<file path="src/hw/rtl/base64_encoder_line_wrap_assert.svh">
// Assertion macros for the base64 line-wrapping encoder.
`ifndef BASE64_ENCODER_LINE_WRAP_ASSERT_SVH
`define BASE64_ENCODER_LINE_WRAP_ASSERT_SVH
`ifndef NO_ASSERTIONS
// Same-cycle implication under reset.
`define B64LW_ASSERT_IMPL(label, clk, rst_n, ante, cons) \
    label: assert property (@(posedge clk) disable iff (!rst_n) (ante) |-> (cons)) \
        else $error("b64lw: same-cycle check failed");
// Next-cycle implication under reset.
`define B64LW_ASSERT_NEXT(label, clk, rst_n, ante, cons) \
    label: assert property (@(posedge clk) disable iff (!rst_n) (ante) |=> (cons)) \
        else $error("b64lw: next-cycle check failed");
`else
`define B64LW_ASSERT_IMPL(label, clk, rst_n, ante, cons)
`define B64LW_ASSERT_NEXT(label, clk, rst_n, ante, cons)
`endif
`endif

</file>
<file path="src/hw/rtl/b64lw_pkg.sv">
// Shared types, constants and the alphabet function for the base64 encoder.
package b64lw_pkg;

    localparam logic [7:0] WRAP_RESET = 8'd72;
    localparam logic [7:0] CH_PAD     = 8'h3d;
    localparam logic [7:0] CH_CR      = 8'h0d;
    localparam logic [7:0] CH_LF      = 8'h0a;

    // Sequencer positions: break characters first, then the four body characters
    localparam logic [2:0] POS_CR    = 3'd0;
    localparam logic [2:0] POS_LF    = 3'd1;
    localparam logic [2:0] POS_BODY0 = 3'd2;
    localparam logic [2:0] POS_BODY1 = 3'd3;
    localparam logic [2:0] POS_BODY2 = 3'd4;
    localparam logic [2:0] POS_BODY3 = 3'd5;

    // One group's worth of output: optional CR LF then four characters
    typedef struct packed {
        logic            brk;
        logic [3:0][7:0] chars;
    } t_run;

    // Standard base64 alphabet
    function automatic logic [7:0] sym(input logic [5:0] v);
        logic [7:0] r;
        if (v < 6'd26) begin
            r = 8'h41 + {2'b00, v};
        end else if (v < 6'd52) begin
            r = 8'h61 + {2'b00, v} - 8'd26;
        end else if (v < 6'd62) begin
            r = 8'h30 + {2'b00, v} - 8'd52;
        end else if (v == 6'd62) begin
            r = 8'h2b;
        end else begin
            r = 8'h2f;
        end
        return r;
    endfunction

endpackage

</file>
<file path="src/hw/rtl/b64lw_planner.sv">
// Group assembly, line counting and character planning for each input byte.
module b64lw_planner import b64lw_pkg::*; (
    input  logic       i_clk,
    input  logic       i_rst_n,
    input  logic       i_cfg_we,
    input  logic [7:0] i_cfg_wrap_limit,
    input  logic       i_accept,
    input  logic [7:0] i_data_byte,
    input  logic       i_last_byte,
    output logic       o_produce,
    output logic       o_may_skip,
    output t_run       o_run
);

    logic [7:0]  r_wrap_limit;
    logic [1:0]  r_bytes_held;
    logic [15:0] r_held_bits;
    logic [7:0]  r_line_chars;

    logic [1:0]  n_bytes_held;
    logic [15:0] n_held_bits;
    logic [7:0]  n_line_chars;
    logic [23:0] w_group;
    logic        w_full;

    assign w_full = (r_bytes_held >= 2'd2);
    // A byte that neither completes a group nor ends a message emits nothing
    assign o_may_skip = !w_full && !i_last_byte;

    // Next state and planned characters
    always_comb begin
        n_bytes_held = r_bytes_held;
        n_held_bits  = r_held_bits;
        n_line_chars = r_line_chars;
        o_produce    = 1'b0;
        o_run        = '0;
        w_group      = {r_held_bits, i_data_byte};
        if (!w_full) begin
            if (r_bytes_held == 2'd0) begin
                n_held_bits  = {i_data_byte, 8'h00};
                n_bytes_held = 2'd1;
            end else begin
                n_held_bits  = r_held_bits | {8'h00, i_data_byte};
                n_bytes_held = 2'd2;
            end
            w_group = {n_held_bits, 8'h00};
            if (i_last_byte) begin
                // padded partial group
                o_produce      = 1'b1;
                o_run.brk      = (r_line_chars > r_wrap_limit);
                o_run.chars[0] = sym(w_group[23:18]);
                o_run.chars[1] = sym(w_group[17:12]);
                o_run.chars[2] = (n_bytes_held == 2'd1) ? CH_PAD : sym(w_group[11:6]);
                o_run.chars[3] = CH_PAD;
                n_bytes_held   = 2'd0;
                n_held_bits    = '0;
                n_line_chars   = '0;
            end
        end else begin
            // complete group
            o_produce      = 1'b1;
            o_run.brk      = (r_line_chars > r_wrap_limit);
            o_run.chars[0] = sym(w_group[23:18]);
            o_run.chars[1] = sym(w_group[17:12]);
            o_run.chars[2] = sym(w_group[11:6]);
            o_run.chars[3] = sym(w_group[5:0]);
            n_line_chars   = (o_run.brk ? 8'd0 : r_line_chars) + 8'd4;
            n_bytes_held   = 2'd0;
            n_held_bits    = '0;
            if (i_last_byte) begin
                n_line_chars = '0;
            end
        end
    end

    // Encoder state and limit register
    always_ff @(posedge i_clk) begin
        if (!i_rst_n) begin
            r_wrap_limit <= WRAP_RESET;
            r_bytes_held <= '0;
            r_held_bits  <= '0;
            r_line_chars <= '0;
        end else begin
            if (i_cfg_we) begin
                r_wrap_limit <= i_cfg_wrap_limit;
            end
            if (i_accept) begin
                r_bytes_held <= n_bytes_held;
                r_held_bits  <= n_held_bits;
                r_line_chars <= n_line_chars;
            end
        end
    end

endmodule

</file>
<file path="src/hw/rtl/b64lw_serializer.sv">
// Run buffer and output register: sends planned characters one per cycle while the output is ready.
module b64lw_serializer import b64lw_pkg::*; (
    input  logic       i_clk,
    input  logic       i_rst_n,
    input  logic       i_load,
    input  t_run       i_run,
    output logic       o_buf_free,
    output logic       o_out_valid,
    input  logic       i_out_ready,
    output logic [7:0] o_out_char,
    output logic       o_run_last
);

    logic       r_run_valid;
    t_run       r_run;
    logic [2:0] r_pos;
    logic       r_out_valid;
    logic [7:0] r_out_char;
    logic       r_out_last;

    logic       w_step;
    logic [7:0] w_char;
    logic       w_run_end;

    // Move a character into the output register when it is empty or taken
    assign w_step     = r_run_valid && (!r_out_valid || i_out_ready);
    assign w_run_end  = (r_pos == POS_BODY3);
    assign o_buf_free = !r_run_valid || (w_step && w_run_end);

    always_comb begin
        case (r_pos)
            POS_CR:    w_char = CH_CR;
            POS_LF:    w_char = CH_LF;
            POS_BODY0: w_char = r_run.chars[0];
            POS_BODY1: w_char = r_run.chars[1];
            POS_BODY2: w_char = r_run.chars[2];
            POS_BODY3: w_char = r_run.chars[3];
            default:   w_char = r_run.chars[3];
        endcase
    end

    // Run buffer with position counter
    always_ff @(posedge i_clk) begin
        if (!i_rst_n) begin
            r_run_valid <= 1'b0;
            r_pos       <= POS_CR;
        end else begin
            if (i_load) begin
                r_run_valid <= 1'b1;
                r_pos       <= i_run.brk ? POS_CR : POS_BODY0;
            end else if (w_step) begin
                if (w_run_end) begin
                    r_run_valid <= 1'b0;
                end
                r_pos <= r_pos + 3'd1;
            end
        end
    end

    always_ff @(posedge i_clk) begin
        if (i_load) begin
            r_run <= i_run;
        end
    end

    // Output register
    always_ff @(posedge i_clk) begin
        if (!i_rst_n) begin
            r_out_valid <= 1'b0;
        end else if (w_step) begin
            r_out_valid <= 1'b1;
        end else if (i_out_ready) begin
            r_out_valid <= 1'b0;
        end
    end

    always_ff @(posedge i_clk) begin
        if (w_step) begin
            r_out_char <= w_char;
            r_out_last <= w_run_end;
        end
    end

    assign o_out_valid = r_out_valid;
    assign o_out_char  = r_out_char;
    assign o_run_last  = r_out_last;

endmodule

</file>
<file path="src/hw/rtl/base64_encoder_line_wrap.sv">
// Top level of the streaming base64 encoder with CR LF line wrapping.
// The first character of an input's results goes through the run buffer and the output register.
// Characters leave one per cycle while i_out_ready is high; a byte that emits nothing is
// taken even while a run is being sent, and a byte that emits 4 or 6 characters holds the
// run buffer until its last character moves into the output register.
// Reset (synchronous, active low) clears group state, line count and queues; limit = 72.
`include "base64_encoder_line_wrap_assert.svh"
module base64_encoder_line_wrap import b64lw_pkg::*; (
    input  logic       i_clk,
    input  logic       i_rst_n,
    input  logic       i_cfg_valid,
    output logic       o_cfg_ready,
    input  logic [7:0] i_cfg_wrap_limit,
    input  logic       i_in_valid,
    output logic       o_in_ready,
    input  logic [7:0] i_data_byte,
    input  logic       i_last_byte,
    output logic       o_out_valid,
    input  logic       i_out_ready,
    output logic [7:0] o_out_char,
    output logic       o_run_last
);

    logic w_accept;
    logic w_produce;
    logic w_may_skip;
    logic w_buf_free;
    t_run w_run;

    assign o_cfg_ready = 1'b1;
    // Bytes that emit nothing pass even while a run is still being sent
    assign o_in_ready  = w_buf_free || w_may_skip;
    assign w_accept    = i_in_valid && o_in_ready;

    b64lw_planner u_planner (
        .i_clk            (i_clk),
        .i_rst_n          (i_rst_n),
        .i_cfg_we         (i_cfg_valid),
        .i_cfg_wrap_limit (i_cfg_wrap_limit),
        .i_accept         (w_accept),
        .i_data_byte      (i_data_byte),
        .i_last_byte      (i_last_byte),
        .o_produce        (w_produce),
        .o_may_skip       (w_may_skip),
        .o_run            (w_run)
    );

    b64lw_serializer u_serializer (
        .i_clk       (i_clk),
        .i_rst_n     (i_rst_n),
        .i_load      (w_accept && w_produce),
        .i_run       (w_run),
        .o_buf_free  (w_buf_free),
        .o_out_valid (o_out_valid),
        .i_out_ready (i_out_ready),
        .o_out_char  (o_out_char),
        .o_run_last  (o_run_last)
    );

    // A producing transaction only enters when the run buffer can take it
    `B64LW_ASSERT_IMPL(a_load_room, i_clk, i_rst_n, w_accept && w_produce, w_buf_free)
    // A run continues without a gap after a character that is not its last
    `B64LW_ASSERT_NEXT(a_run_cont, i_clk, i_rst_n, o_out_valid && i_out_ready && !o_run_last, o_out_valid)

endmodule
</file>
<file path="config.mk">
export PLATFORM = sky130hd
export DESIGN_NAME = base64_encoder_line_wrap
export DESIGN_NICKNAME = d
export VERILOG_FILES = /design/src/hw/rtl/b64lw_pkg.sv /design/src/hw/rtl/b64lw_planner.sv /design/src/hw/rtl/b64lw_serializer.sv /design/src/hw/rtl/base64_encoder_line_wrap.sv
export VERILOG_INCLUDE_DIRS = /design/src /design/src/hw/rtl
export SDC_FILE = /design/constraint.sdc
export NUM_CORES = 1
export LEC_CHECK = 0
export BUFFER_PORTS_ARGS = -buffer_cell sky130_fd_sc_hd__buf_2
export CAP_MARGIN = 20
export CORE_MARGIN = 3
export CORE_UTILIZATION = 58
export CTS_BUF_LIST = sky130_fd_sc_hd__clkbuf_2
export DETAILED_ROUTE_END_ITERATION = 16
export GPL_ROUTABILITY_DRIVEN = 0
export PLACE_DENSITY = 0.79
export SKIP_LAST_GASP = 1
export SLEW_MARGIN = 20
export SYNTH_ARGS = -nofsm -noshare
export SYNTH_HDL_FRONTEND = slang
export SYNTH_SLANG_ARGS = --single-unit
</file>
<file path="constraint.sdc">
create_clock -name i_clk -period 2.8 [get_ports i_clk]
set_input_delay 0.42 -clock i_clk [delete_from_list [all_inputs] [get_ports i_clk]]
set_output_delay 0.42 -clock i_clk [all_outputs]
set_load 0.02 [all_outputs]
</file>
== Word level (Yosys, flattened, before mapping) ==
Index checks and enable logic that the tools add are counted.

* Bitwise logic cells: 1
* Muxes and demuxes: 53
* Add/sub/neg operators: 37
* Reduce and logical (&&, ||, !) cells: 20
* Shifts and indexed selects: 0
* $lt $le $gt $ge: 23
* $mul: 0
* Equality and inequality tests: 12
* Div/mod/pow operators: 0

{| class="wikitable"
|+ Operators by type and width
! cell !! count
|-
| $mux W8 || 26
|-
| $add A7 B6 Y8 const A || 14
|-
| $lt A6 B6 Y1 const B || 14
|-
| $mux W33 || 2
|-
| $mux W16 || 4
|-
| $sub A8 B5 Y8 const B || 7
|-
| $sub A8 B6 Y8 const B || 7
|-
| $add A6 B6 Y7 const A || 7
|-
| $lt A6 B5 Y1 const B || 7
|-
| $pmux W8 S5 || 1
|-
| $eq A6 B6 Y1 const B || 6
|-
| $mux W3 || 8
|-
| $or A16 B8 Y16 || 1
|-
| $mux W2 || 5
|-
| $add A8 B3 Y8 const B || 1
|-
| $gt A8 B8 Y1 || 1
|-
| $reduce_bool A2 Y1 || 4
|-
| $mux W1 || 7
|-
| $eq A3 B2 Y1 const B || 2
|-
| $eq A3 B3 Y1 const B || 2
|-
| $logic_and A1 B1 Y1 || 5
|-
| $logic_not A1 Y1 || 4
|-
| $reduce_and A2 Y1 || 2
|-
| $add A3 B1 Y3 const B || 1
|-
| other kinds (6) || 8
|}

* Memory bits (writable): 0
* Input bits: 22
* Memories kept: 0
* Logic and storage cells: 159
* Output and inout bits: 12
* Bits in latches: 0
* Memory bits (read-only): 0
* Register bits: 80

== Depth between registers and ports, before layout ==
Gate-level depths: netlist (run 1).

* Depth in word-level cells: 13
* Depth in mapped cells: 14
* Gate-level depth less buffers: 12

== Cells and area by module ==
Synthesis (run 1) repeated with hierarchy kept, for this count alone.

* Cell total of the unflattened synthesis: 688
* Area, all modules: 5,900.7 µm²

{| class="wikitable"
|+ By module, submodules not included
! module !! seq. area each (µm²) !! instances !! area each (µm²) !! cells an instance
|-
| b64lw_planner || 640.6 || 1 || 4,075.2 || 572
|-
| b64lw_serializer || 1,331.3 || 1 || 1,790.5 || 111
|-
| base64_encoder_line_wrap || 0.0 || 1 || 35.0 || 5
|}

== Worst setup path before layout (run 1) ==
No wires, ideal clock.

* Path type: flip-flop to flip-flop
* From: register u_serializer.r_pos[1]
* To: register u_planner.r_line_chars[2]
* Path buffers: 0
* Path slack: -0.153 ns
* Arrival: 2.836 ns
* Required time: 2.683 ns
* Stages on the path, launching flop included: 9
* Setup time: 0.117 ns
* Clock period less this slack: 2.953 ns
* Cells stage by stage: dfxtp_1 inv_1 ha_1 nand2_1 o21ai_1 o21ai_0 nor2_1 nor2b_1 a22o_1

* Cells in the longest elaborated chain, start to end: 6

{| class="wikitable"
|+ Ends and longest elaborated chain
! what !! RTL line !! RTL
|-
| from (decl) || b64lw_serializer.sv:16 || <nowiki>logic [2:0] r_pos;</nowiki>
|-
| from (signal assigned) || b64lw_serializer.sv:50 || <nowiki>r_pos <= i_run.brk ? POS_CR : POS_BODY0;</nowiki>
|-
| from (signal assigned) || b64lw_serializer.sv:55 || <nowiki>r_pos <= r_pos + 3'd1;</nowiki>
|-
| $eq A3 B3 Y1 || b64lw_serializer.sv:27 || <nowiki>assign w_run_end = (r_pos == POS_BODY3);</nowiki>
|-
| $logic_and A1 B1 Y1 || b64lw_serializer.sv:28 || <nowiki>assign o_buf_free = !r_run_valid || (w_step && w_run_end);</nowiki>
|-
| $logic_or A1 B1 Y1 || b64lw_serializer.sv:28 ||
|-
| $logic_or A1 B1 Y1 || base64_encoder_line_wrap.sv:32 || <nowiki>assign o_in_ready = w_buf_free || w_may_skip;</nowiki>
|-
| $logic_and A1 B1 Y1 || base64_encoder_line_wrap.sv:33 || <nowiki>assign w_accept = i_in_valid && o_in_ready;</nowiki>
|-
| $reduce_and A2 Y1 (no line) || -- ||
|-
| to (signal assigned) || b64lw_planner.sv:90 || <nowiki>r_line_chars <= n_line_chars;</nowiki>
|-
| to (decl) || b64lw_planner.sv:18 || <nowiki>logic [7:0] r_line_chars;</nowiki>
|}

No other way between the ends.
A chain may end at the register's enable or synchronous reset.

==> results of run 1 <==
[cell usage in the layout, fill, tap and decap left out, drive strengths merged, types with 19 or more instances in the layout]
cell type	instances
ha	74
a31oi	19
a21oi	56
nor3	19
buf	66
dfxtp	37
o21ai	79
nor2	55
nor2b	36
nand3	36
edfxtp	41
inv	60
nand2	70
[state kept, by name, indices dropped and copies added (netlist names)]
name                      flops
u_planner.r_bytes_held        2
u_serializer.o_out_char       8
u_serializer.r_pos            3
u_serializer.r_run           32
u_serializer.o_out_valid      1
u_planner.r_line_chars        6
u_serializer.r_run_valid      1
u_planner.r_wrap_limit        8
u_serializer.o_run_last       1
u_planner.r_held_bits        16
[layout make-up]
cell class / instances / area (µm²) / area share
Tap cell: 140 / 175 / 0.0240
Multi-Input combinational cell: 640 / 4410 / 0.605
Inverter: 57 / 216 / 0.0297
Clock buffer: 11 / 55.1 / 0.00756
Clock inverter: 5 / 32.5 / 0.00447
Sequential cell: 78 / 1970 / 0.271
Timing Repair Buffer: 66 / 428 / 0.0587
[worst max path at each step]
stage | start | to | slack, ns | cells after the start
final | u_planner.r_bytes_held[1] | u_serializer.r_run[2] | 0.14 | 10
after detailed placement | u_planner.r_bytes_held[1] | u_serializer.r_run[4] | 0.16 | 10
after global placement | u_planner.r_bytes_held[0] | u_serializer.r_run[4] | 0.27 | 10
after floorplan | u_planner.r_bytes_held[0] | u_serializer.r_run[4] | 0.18 | 14
after global routing | u_planner.r_bytes_held[1] | u_serializer.r_run[4] | -0.004 | 12
after CTS | u_planner.r_bytes_held[1] | u_serializer.r_run[4] | 0.15 | 10
[what timing repair did]
item,in CTS,in global routing
buffers inserted,0,3
setup endpoints to repair,0,1
gates resized for setup,0,4
[cell usage after synthesis (13+ instances only)]
cell and instances:
sky130_fd_sc_hd__a21oi_1 54, sky130_fd_sc_hd__a22oi_1 15, sky130_fd_sc_hd__a31oi_1 19, sky130_fd_sc_hd__buf_2 16
sky130_fd_sc_hd__clkbuf_1 28, sky130_fd_sc_hd__dfxtp_1 37, sky130_fd_sc_hd__edfxtp_1 41, sky130_fd_sc_hd__ha_1 74
sky130_fd_sc_hd__inv_1 50, sky130_fd_sc_hd__nand2_1 69, sky130_fd_sc_hd__nand3_1 36, sky130_fd_sc_hd__nor2_1 53
sky130_fd_sc_hd__nor2b_1 36, sky130_fd_sc_hd__nor3_1 18, sky130_fd_sc_hd__o21ai_0 64, sky130_fd_sc_hd__xnor2_1 17
sky130_fd_sc_hd__xor2_1 13
[power by group]
part           switching (mW)  internal (mW)
clock                   0.420          0.128
combinational           0.481          0.278
sequential             0.0449           1.28
total                   0.946           1.68
[cell families (layout without fill, tap and decap cells)]
logic type,count (synthesis),in the layout,synth area share
AOI/OAI and AO/OA,268,268,0.264
xor gates and xnor gates,30,30,0.0386
adders and majority gates,74,74,0.136
buffers and inverters,108,139,0.0673
DFF,78,78,0.290
muxes,10,10,0.0147
other,1,1,0.000551
and+or+nand+nor,257,257,0.189
[layer usage]
metal  routed length (µm)  vias up
met5                    0        -
met2                 8710      408
met1                 7610     3102
met4                  859        0
li1                     -     3049
met3                 1950       98
[worst register-to-register path, cell delays in order, from the launching register on]
cell	delay [ns]
sky130_fd_sc_hd__dfxtp_1	0.52
sky130_fd_sc_hd__or2_1	0.28
sky130_fd_sc_hd__nand2_1	0.07
sky130_fd_sc_hd__o21ai_0	0.08
sky130_fd_sc_hd__buf_4	0.17
sky130_fd_sc_hd__inv_1	0.08
sky130_fd_sc_hd__ha_1	0.22
sky130_fd_sc_hd__nor2b_1	0.42
sky130_fd_sc_hd__o32a_1	0.21
sky130_fd_sc_hd__o21ai_0	0.09
sky130_fd_sc_hd__o211ai_1	0.33
[per-stage QoR]
step	std cells	utilization	hold slack, ns
after global routing	997	0.652	0.0297
final	997	0.652	0.0745
after CTS	994	0.647	0.0451
after detailed placement	978	0.640	0.474
after global placement	978	0.640	0.464
after floorplan	826	-	0.451
==> impl_metrics.tcl, run 1 <==
set metrics [dict create \
    static-leakage-power_nw 2.94 \
    buf_inv_stages_crit_path 2 \
    synth_top_cell_area_share 0.181 \
    global_route.overflow_total 0 \
    relSlewSlack 0.364 \
    synth_area_leaders "sky130_fd_sc_hd__edfxtp_1 (18%), sky130_fd_sc_hd__ha_1 (14%), sky130_fd_sc_hd__dfxtp_1 (11%)" \
    synth_seq_cells 78 \
    arrival_time_of_data_at_the_critical_path_endpoint_ns 2.99 \
    syn_avg_cell_area_um2 8.24 \
    detailed_place_hpwl_um 14500 \
    syn-cell-area_mm2 0.00681 \
    vdd_drop_max_uv 293 \
    hp-class "primary input to flop" \
    ctsHoldBuffers 0 \
    hold_viol 0 \
    critical_path.startpoint_type "flop" \
    cts-htree-levels 3 \
    route.vias.total 6657 \
    globalRouteMet1Util 0.387 \
    power_mw 2.63 \
    layout_cell_share_with_drive_strength_beyond_1 0.135 \
    critical_path.max_stage_delay_ns 0.52 \
    crit_path_class "flop to flop" \
    worstReg2RegEnd "u_serializer.r_run[2]" \
    time_the_final_worst_path_needs_with_i_o_delays_and_setup_ns 2.66 \
    synth_fp_nets 922 \
    tritoncts "done" \
    netlist_instances 826 \
    crit_top_cell "sky130_fd_sc_hd__o21ai_0" \
    grt_use_total 0.295 \
    grt_max_degree 33 \
    grt_util_met2 0.477 \
    place_area_mm2 0.00715 \
    ys.flop_type "sky130_fd_sc_hd__edfxtp_1" \
    timing.hold.worst_path_depth 3 \
    first_global_vias 6252 \
    cts_sinks 78 \
    finalSetupViolations 0 \
    timing.critical_path.slowest_stage_cell "sky130_fd_sc_hd__dfxtp_1" \
    highest_clock_rate_ghz 0.376 \
    finalCritPeriodShare 0.949 \
    setup_tns_ns 0 \
    io_pins 34 \
    fill_cells 930 \
    cp_cell_sequence "or2_1, nand2_1, o21ai_0, buf_4, inv_1, ha_1, nor2b_1, o32a_1, o21ai_0, o211ai_1" \
    antenna_found_initial 0 \
    floorplan.die.width_um 114 \
    netlist.top_cell.by_area "sky130_fd_sc_hd__edfxtp_1" \
    hold_end "u_planner.r_wrap_limit[6]" \
    synthArstFlopShare 0 \
    detailedPlace.worstSlack_ns 0.161 \
    detail_route.wirelength_um 19100 \
    timing.final.ws_setup_ns 0.142 \
    timing.clock.skew_ns 0.0146 \
    max_fanout_on_critical_path 7 \
    pwr_density_cell_mw_per_mm2 361 \
    cts-buffers-inserted 9 \
    viasPerCell 6.68 \
    detail_route.wl_per_cell_um 19.2 \
    placementRows 38 \
    core_area_mm2 0.0112 \
    launch_instance_of_the_worst_min_delay_path "i_cfg_wrap_limit[6]" \
    clock_tree.buffer_depth 2 \
    rrSetupSlack_ns 0.14 \
    timing.critical_path.max_delay_family "simple AND/OR/NAND/NOR gates" \
    die_height_um 114 \
    crit_required_ns 3.13 \
    finalNetCount 948 \
    number_of_enable_type_register_cells_in_the_synthesized_netlist 41 \
    globalRoute.busiestLayer "met2" \
    insertedDiodeCount 0 \
    initial_core_util 0.609 \
    yosysWarningCount 0 \
    tightest_slew_ns 0.953 \
    drt_pre_antenna_iters 8 \
    postRouteAntennaNets 0 \
    met3_track_demand_over_resource_in_global_routing 0.0534 \
    grt_first_pass_wirelength_um 31100 \
    yosysUniqueCellTypes 82 \
    outcome "complete, no violations" \
    area_growth_syn_to_layout_pct 7.06 \
    clk_root_buffer_cell "sky130_fd_sc_hd__clkbuf_2" \
    finish.instance_area_mm2 0.00729 \
    sequential_share_of_the_synthesized_area 0.290 \
    port_buffers 32 \
    clk_pin_slew_ns 0.23 \
    worstSkewPairLatency_ns 0.54 \
    regToRegStartpoint "u_planner.r_bytes_held[1]" \
    timing.final.max_slew_violations 0 \
    worst_r2r_path_depth 10 \
    drt_iter0_markers 820 \
    timing.critical_path.to_type "flop" \
    route.detailed.drc 0 \
    cap_violations 0 \
    die_area_mm2 0.0131 \
]
No activity file was read; power rests on OpenSTA's default activity.
==> run 2, diff against run 1 <==
--- a/config.mk
+++ b/config.mk
@@ -6,6 +6,7 @@
 export SDC_FILE = /design/constraint.sdc
 export NUM_CORES = 1
 export LEC_CHECK = 0
+export ABC_AREA = 1
 export BUFFER_PORTS_ARGS = -buffer_cell sky130_fd_sc_hd__buf_2
 export CAP_MARGIN = 20
 export CORE_MARGIN = 3
==> impl_metrics.tcl, run 2 <==
set metrics [dict create \
    clock_tree.buffer_depth 2 \
    crit_path_class "flop to flop" \
    largest_reg_flops 32 \
    core_area_mm2 0.0111 \
    timing.final.max_slew_violations 0 \
    grt_first_pass_wirelength_um 29100 \
    critPathLaunch "u_planner.r_held_bits[1]" \
    clk_pin_slew_ns 0.24 \
    finalNetCount 1082 \
    yosys-top-cells-count "sky130_fd_sc_hd__nand2_1 (248), sky130_fd_sc_hd__inv_1 (109), sky130_fd_sc_hd__a21oi_1 (80)" \
    vdd_drop_max_uv 392 \
    max_fanout_on_critical_path 9 \
    netlist_instances 940 \
    first_global_vias 5930 \
    grt_use_total 0.279 \
    highest_clock_rate_ghz 0.399 \
    timing.critical_path.max_delay_family "compound AO/OA/AOI/OAI gates" \
    grt_max_degree 33 \
    hold_slack_ns 0.0433 \
    synth_top_cell_area_share 0.183 \
    buf_inv_stages_crit_path 1 \
    hp-class "primary input to flop" \
    grt_setup_unrepaired "no" \
    cp_cell_sequence "ha_1, a21oi_1, o21ai_1, clkinv_1, o311ai_0, nand2_1" \
    max_flop_register "u_serializer.r_run" \
    synthArstFlopShare 0 \
    detail_route.wirelength_um 17900 \
    layout_top_registers "u_serializer.r_run x32, u_planner.r_held_bits x16" \
    number_of_enable_type_register_cells_in_the_synthesized_netlist 41 \
    rrSetupSlack_ns 0.30 \
    crit_required_ns 3.16 \
    floorplan.die.width_um 114 \
    drt_iter0_markers 726 \
    static-leakage-power_nw 3.27 \
    port_buffers 32 \
    detail_route.wl_per_cell_um 15.8 \
    commonest_cells_after_routing_fill_and_taps_aside "sky130_fd_sc_hd__nand2_1 (248), sky130_fd_sc_hd__inv_1 (109), sky130_fd_sc_hd__a21oi_1 (80)" \
    io_pins 34 \
    syn_avg_cell_area_um2 7.17 \
    critical_path.startpoint_type "flop" \
    yosysMostFrequentCell "sky130_fd_sc_hd__nand2_1" \
    worst_r2r_path_depth 6 \
    ys.flop_type "sky130_fd_sc_hd__edfxtp_1" \
    yosysUniqueCellTypes 52 \
    placementRows 38 \
    arrival_time_of_data_at_the_critical_path_endpoint_ns 2.87 \
    postRouteAntennaNets 0 \
    setup_tns_ns 0 \
    clk_root_buffer_cell "sky130_fd_sc_hd__clkbuf_2" \
    synth_seq_cells 78 \
    tritoncts "done" \
    timing.hold.worst_path_depth 3 \
    launch_instance_of_the_worst_min_delay_path "i_cfg_wrap_limit[0]" \
    die_height_um 114 \
    multi_input_area_mm2 0.00419 \
    initial_core_util 0.608 \
    finalCritPeriodShare 0.894 \
    worstReg2RegEnd "u_serializer.r_run[16]" \
    detailed_place_hpwl_um 13400 \
    route.vias.total 6517 \
    hold_end "u_planner.r_wrap_limit[0]" \
    yosysWarningCount 0 \
    synth_fp_nets 1036 \
    global_route.overflow_total 0 \
    antenna_found_initial 0 \
    cts-buffers-inserted 9 \
    timing.critical_path.slowest_stage_cell "sky130_fd_sc_hd__dfxtp_1" \
    drt_pre_antenna_iters 6 \
    insertedDiodeCount 0 \
    final_core_util 0.653 \
    cts-htree-levels 3 \
    synth_area_leaders "sky130_fd_sc_hd__edfxtp_1 (18%), sky130_fd_sc_hd__nand2_1 (14%), sky130_fd_sc_hd__ha_1 (14%)" \
    syn-cell-area_mm2 0.00674 \
    cts_sinks 78 \
    critical_path.max_stage_delay_ns 0.57 \
    timing.critical_path.to_type "flop" \
    regToRegStartpoint "u_planner.r_held_bits[1]" \
    time_the_final_worst_path_needs_with_i_o_delays_and_setup_ns 2.50 \
    place_inst 1112 \
    final_common_cell "sky130_fd_sc_hd__nand2_1" \
    timing.clock.skew_ns 0.0291 \
    sequential_share_of_the_synthesized_area 0.293 \
    instances_no_fill 1131 \
    hold_viol 0 \
    outcome "complete, no violations" \
    viasPerCell 5.76 \
    cap_violations 0 \
    tightest_slew_ns 0.541 \
    route.detailed.drc 0 \
    area_growth_syn_to_layout_pct 7.39 \
    fill_cells 997 \
    relSlewSlack 0.639 \
    worstSkewPairLatency_ns 0.59 \
    sequential_cell_area_mm2 0.00197 \
    finalSetupViolations 0 \
    layout_cell_share_with_drive_strength_beyond_1 0.114 \
    netlist.top_cell.by_area "sky130_fd_sc_hd__edfxtp_1" \
    die_area_mm2 0.0129 \
    pwr_density_cell_mw_per_mm2 371 \
]
[run 2: cell count changes after synthesis, moves of 13 or more]
cell,before,now
sky130_fd_sc_hd__buf_2,16,3
sky130_fd_sc_hd__nor2b_1,36,0
sky130_fd_sc_hd__clkbuf_1,28,11
sky130_fd_sc_hd__a22oi_1,15,2
sky130_fd_sc_hd__a21oi_1,54,80
sky130_fd_sc_hd__nand3_1,36,63
sky130_fd_sc_hd__inv_1,50,109
sky130_fd_sc_hd__xnor2_1,17,2
sky130_fd_sc_hd__nand2_1,69,248
[run 2: metal layers]
| layer | GRT usage | share of wire |
|---|---|---|
| met5 | 0 | 0 |
| met4 | 0.0792 | 0.022 |
| met3 | 0.0546 | 0.076 |
| met2 | 0.450 | 0.45 |
| met1 | 0.384 | 0.45 |
[run 2: repair_timing]
item	in CTS	in global routing
hold buffers	2	0
buffers inserted	0	0
endpoints found under the setup margin	0	7
resized for setup	0	2
hold endpoints to repair	2	0
[run 2: power breakdown]
group | internal (mW) | switching (mW)
sequential | 1.28 | 0.0429
clock | 0.128 | 0.441
combinational | 0.257 | 0.534
total | 1.67 | 1.02
[run 2: kinds of logic after synthesis]
logic type | share of synthesized area
AO/OA/AOI/OAI | 0.200
XOR/XNOR | 0.0234
adder cells (fa/ha/maj) | 0.137
buffers and inverters | 0.0873
flip-flops | 0.293
other | 0.000557
AND/OR/NAND/NOR | 0.259
[run 2: worst max path at each step]
stage	end	slack, ns	cells after the start
global route	u_serializer.r_run[4]	0.09	12
floorplan	u_serializer.r_run[12]	0.43	11
global placement	u_serializer.r_run[5]	0.22	11
finish	u_serializer.r_run[16]	0.30	6
detailed placement	u_serializer.r_run[4]	0.21	13
CTS	u_serializer.r_run[4]	0.17	13
[run 2: per-stage QoR]
stage | worst slack [ns] | power [mW] | area [µm²]
after global routing | 0.0940 | 2.84 | 7240
final | 0.297 | 2.69 | 7240
after floorplan | 0.426 | 1.90 | 6740
after detailed placement | 0.215 | 2.11 | 7110
after global placement | 0.216 | 2.10 | 7110
after CTS | 0.172 | 2.68 | 7220
[run 2: worst register-to-register path: stages, from the launching register on]
cell	delay [ns]
sky130_fd_sc_hd__dfxtp_1	0.57
sky130_fd_sc_hd__ha_1	0.30
sky130_fd_sc_hd__a21oi_1	0.06
sky130_fd_sc_hd__o21ai_1	0.35
sky130_fd_sc_hd__clkinv_1	0.35
sky130_fd_sc_hd__o311ai_0	0.53
sky130_fd_sc_hd__nand2_1	0.14
[run 2: cell type report]
type / count / share of cell area
Tap cell: 140 / 0.0242
Multi-Input combinational cell: 717 / 0.579
Inverter: 127 / 0.0662
Sequential cell: 78 / 0.273
Timing Repair Buffer: 53 / 0.0446
Clock inverter: 6 / 0.00623
Clock buffer: 10 / 0.00692
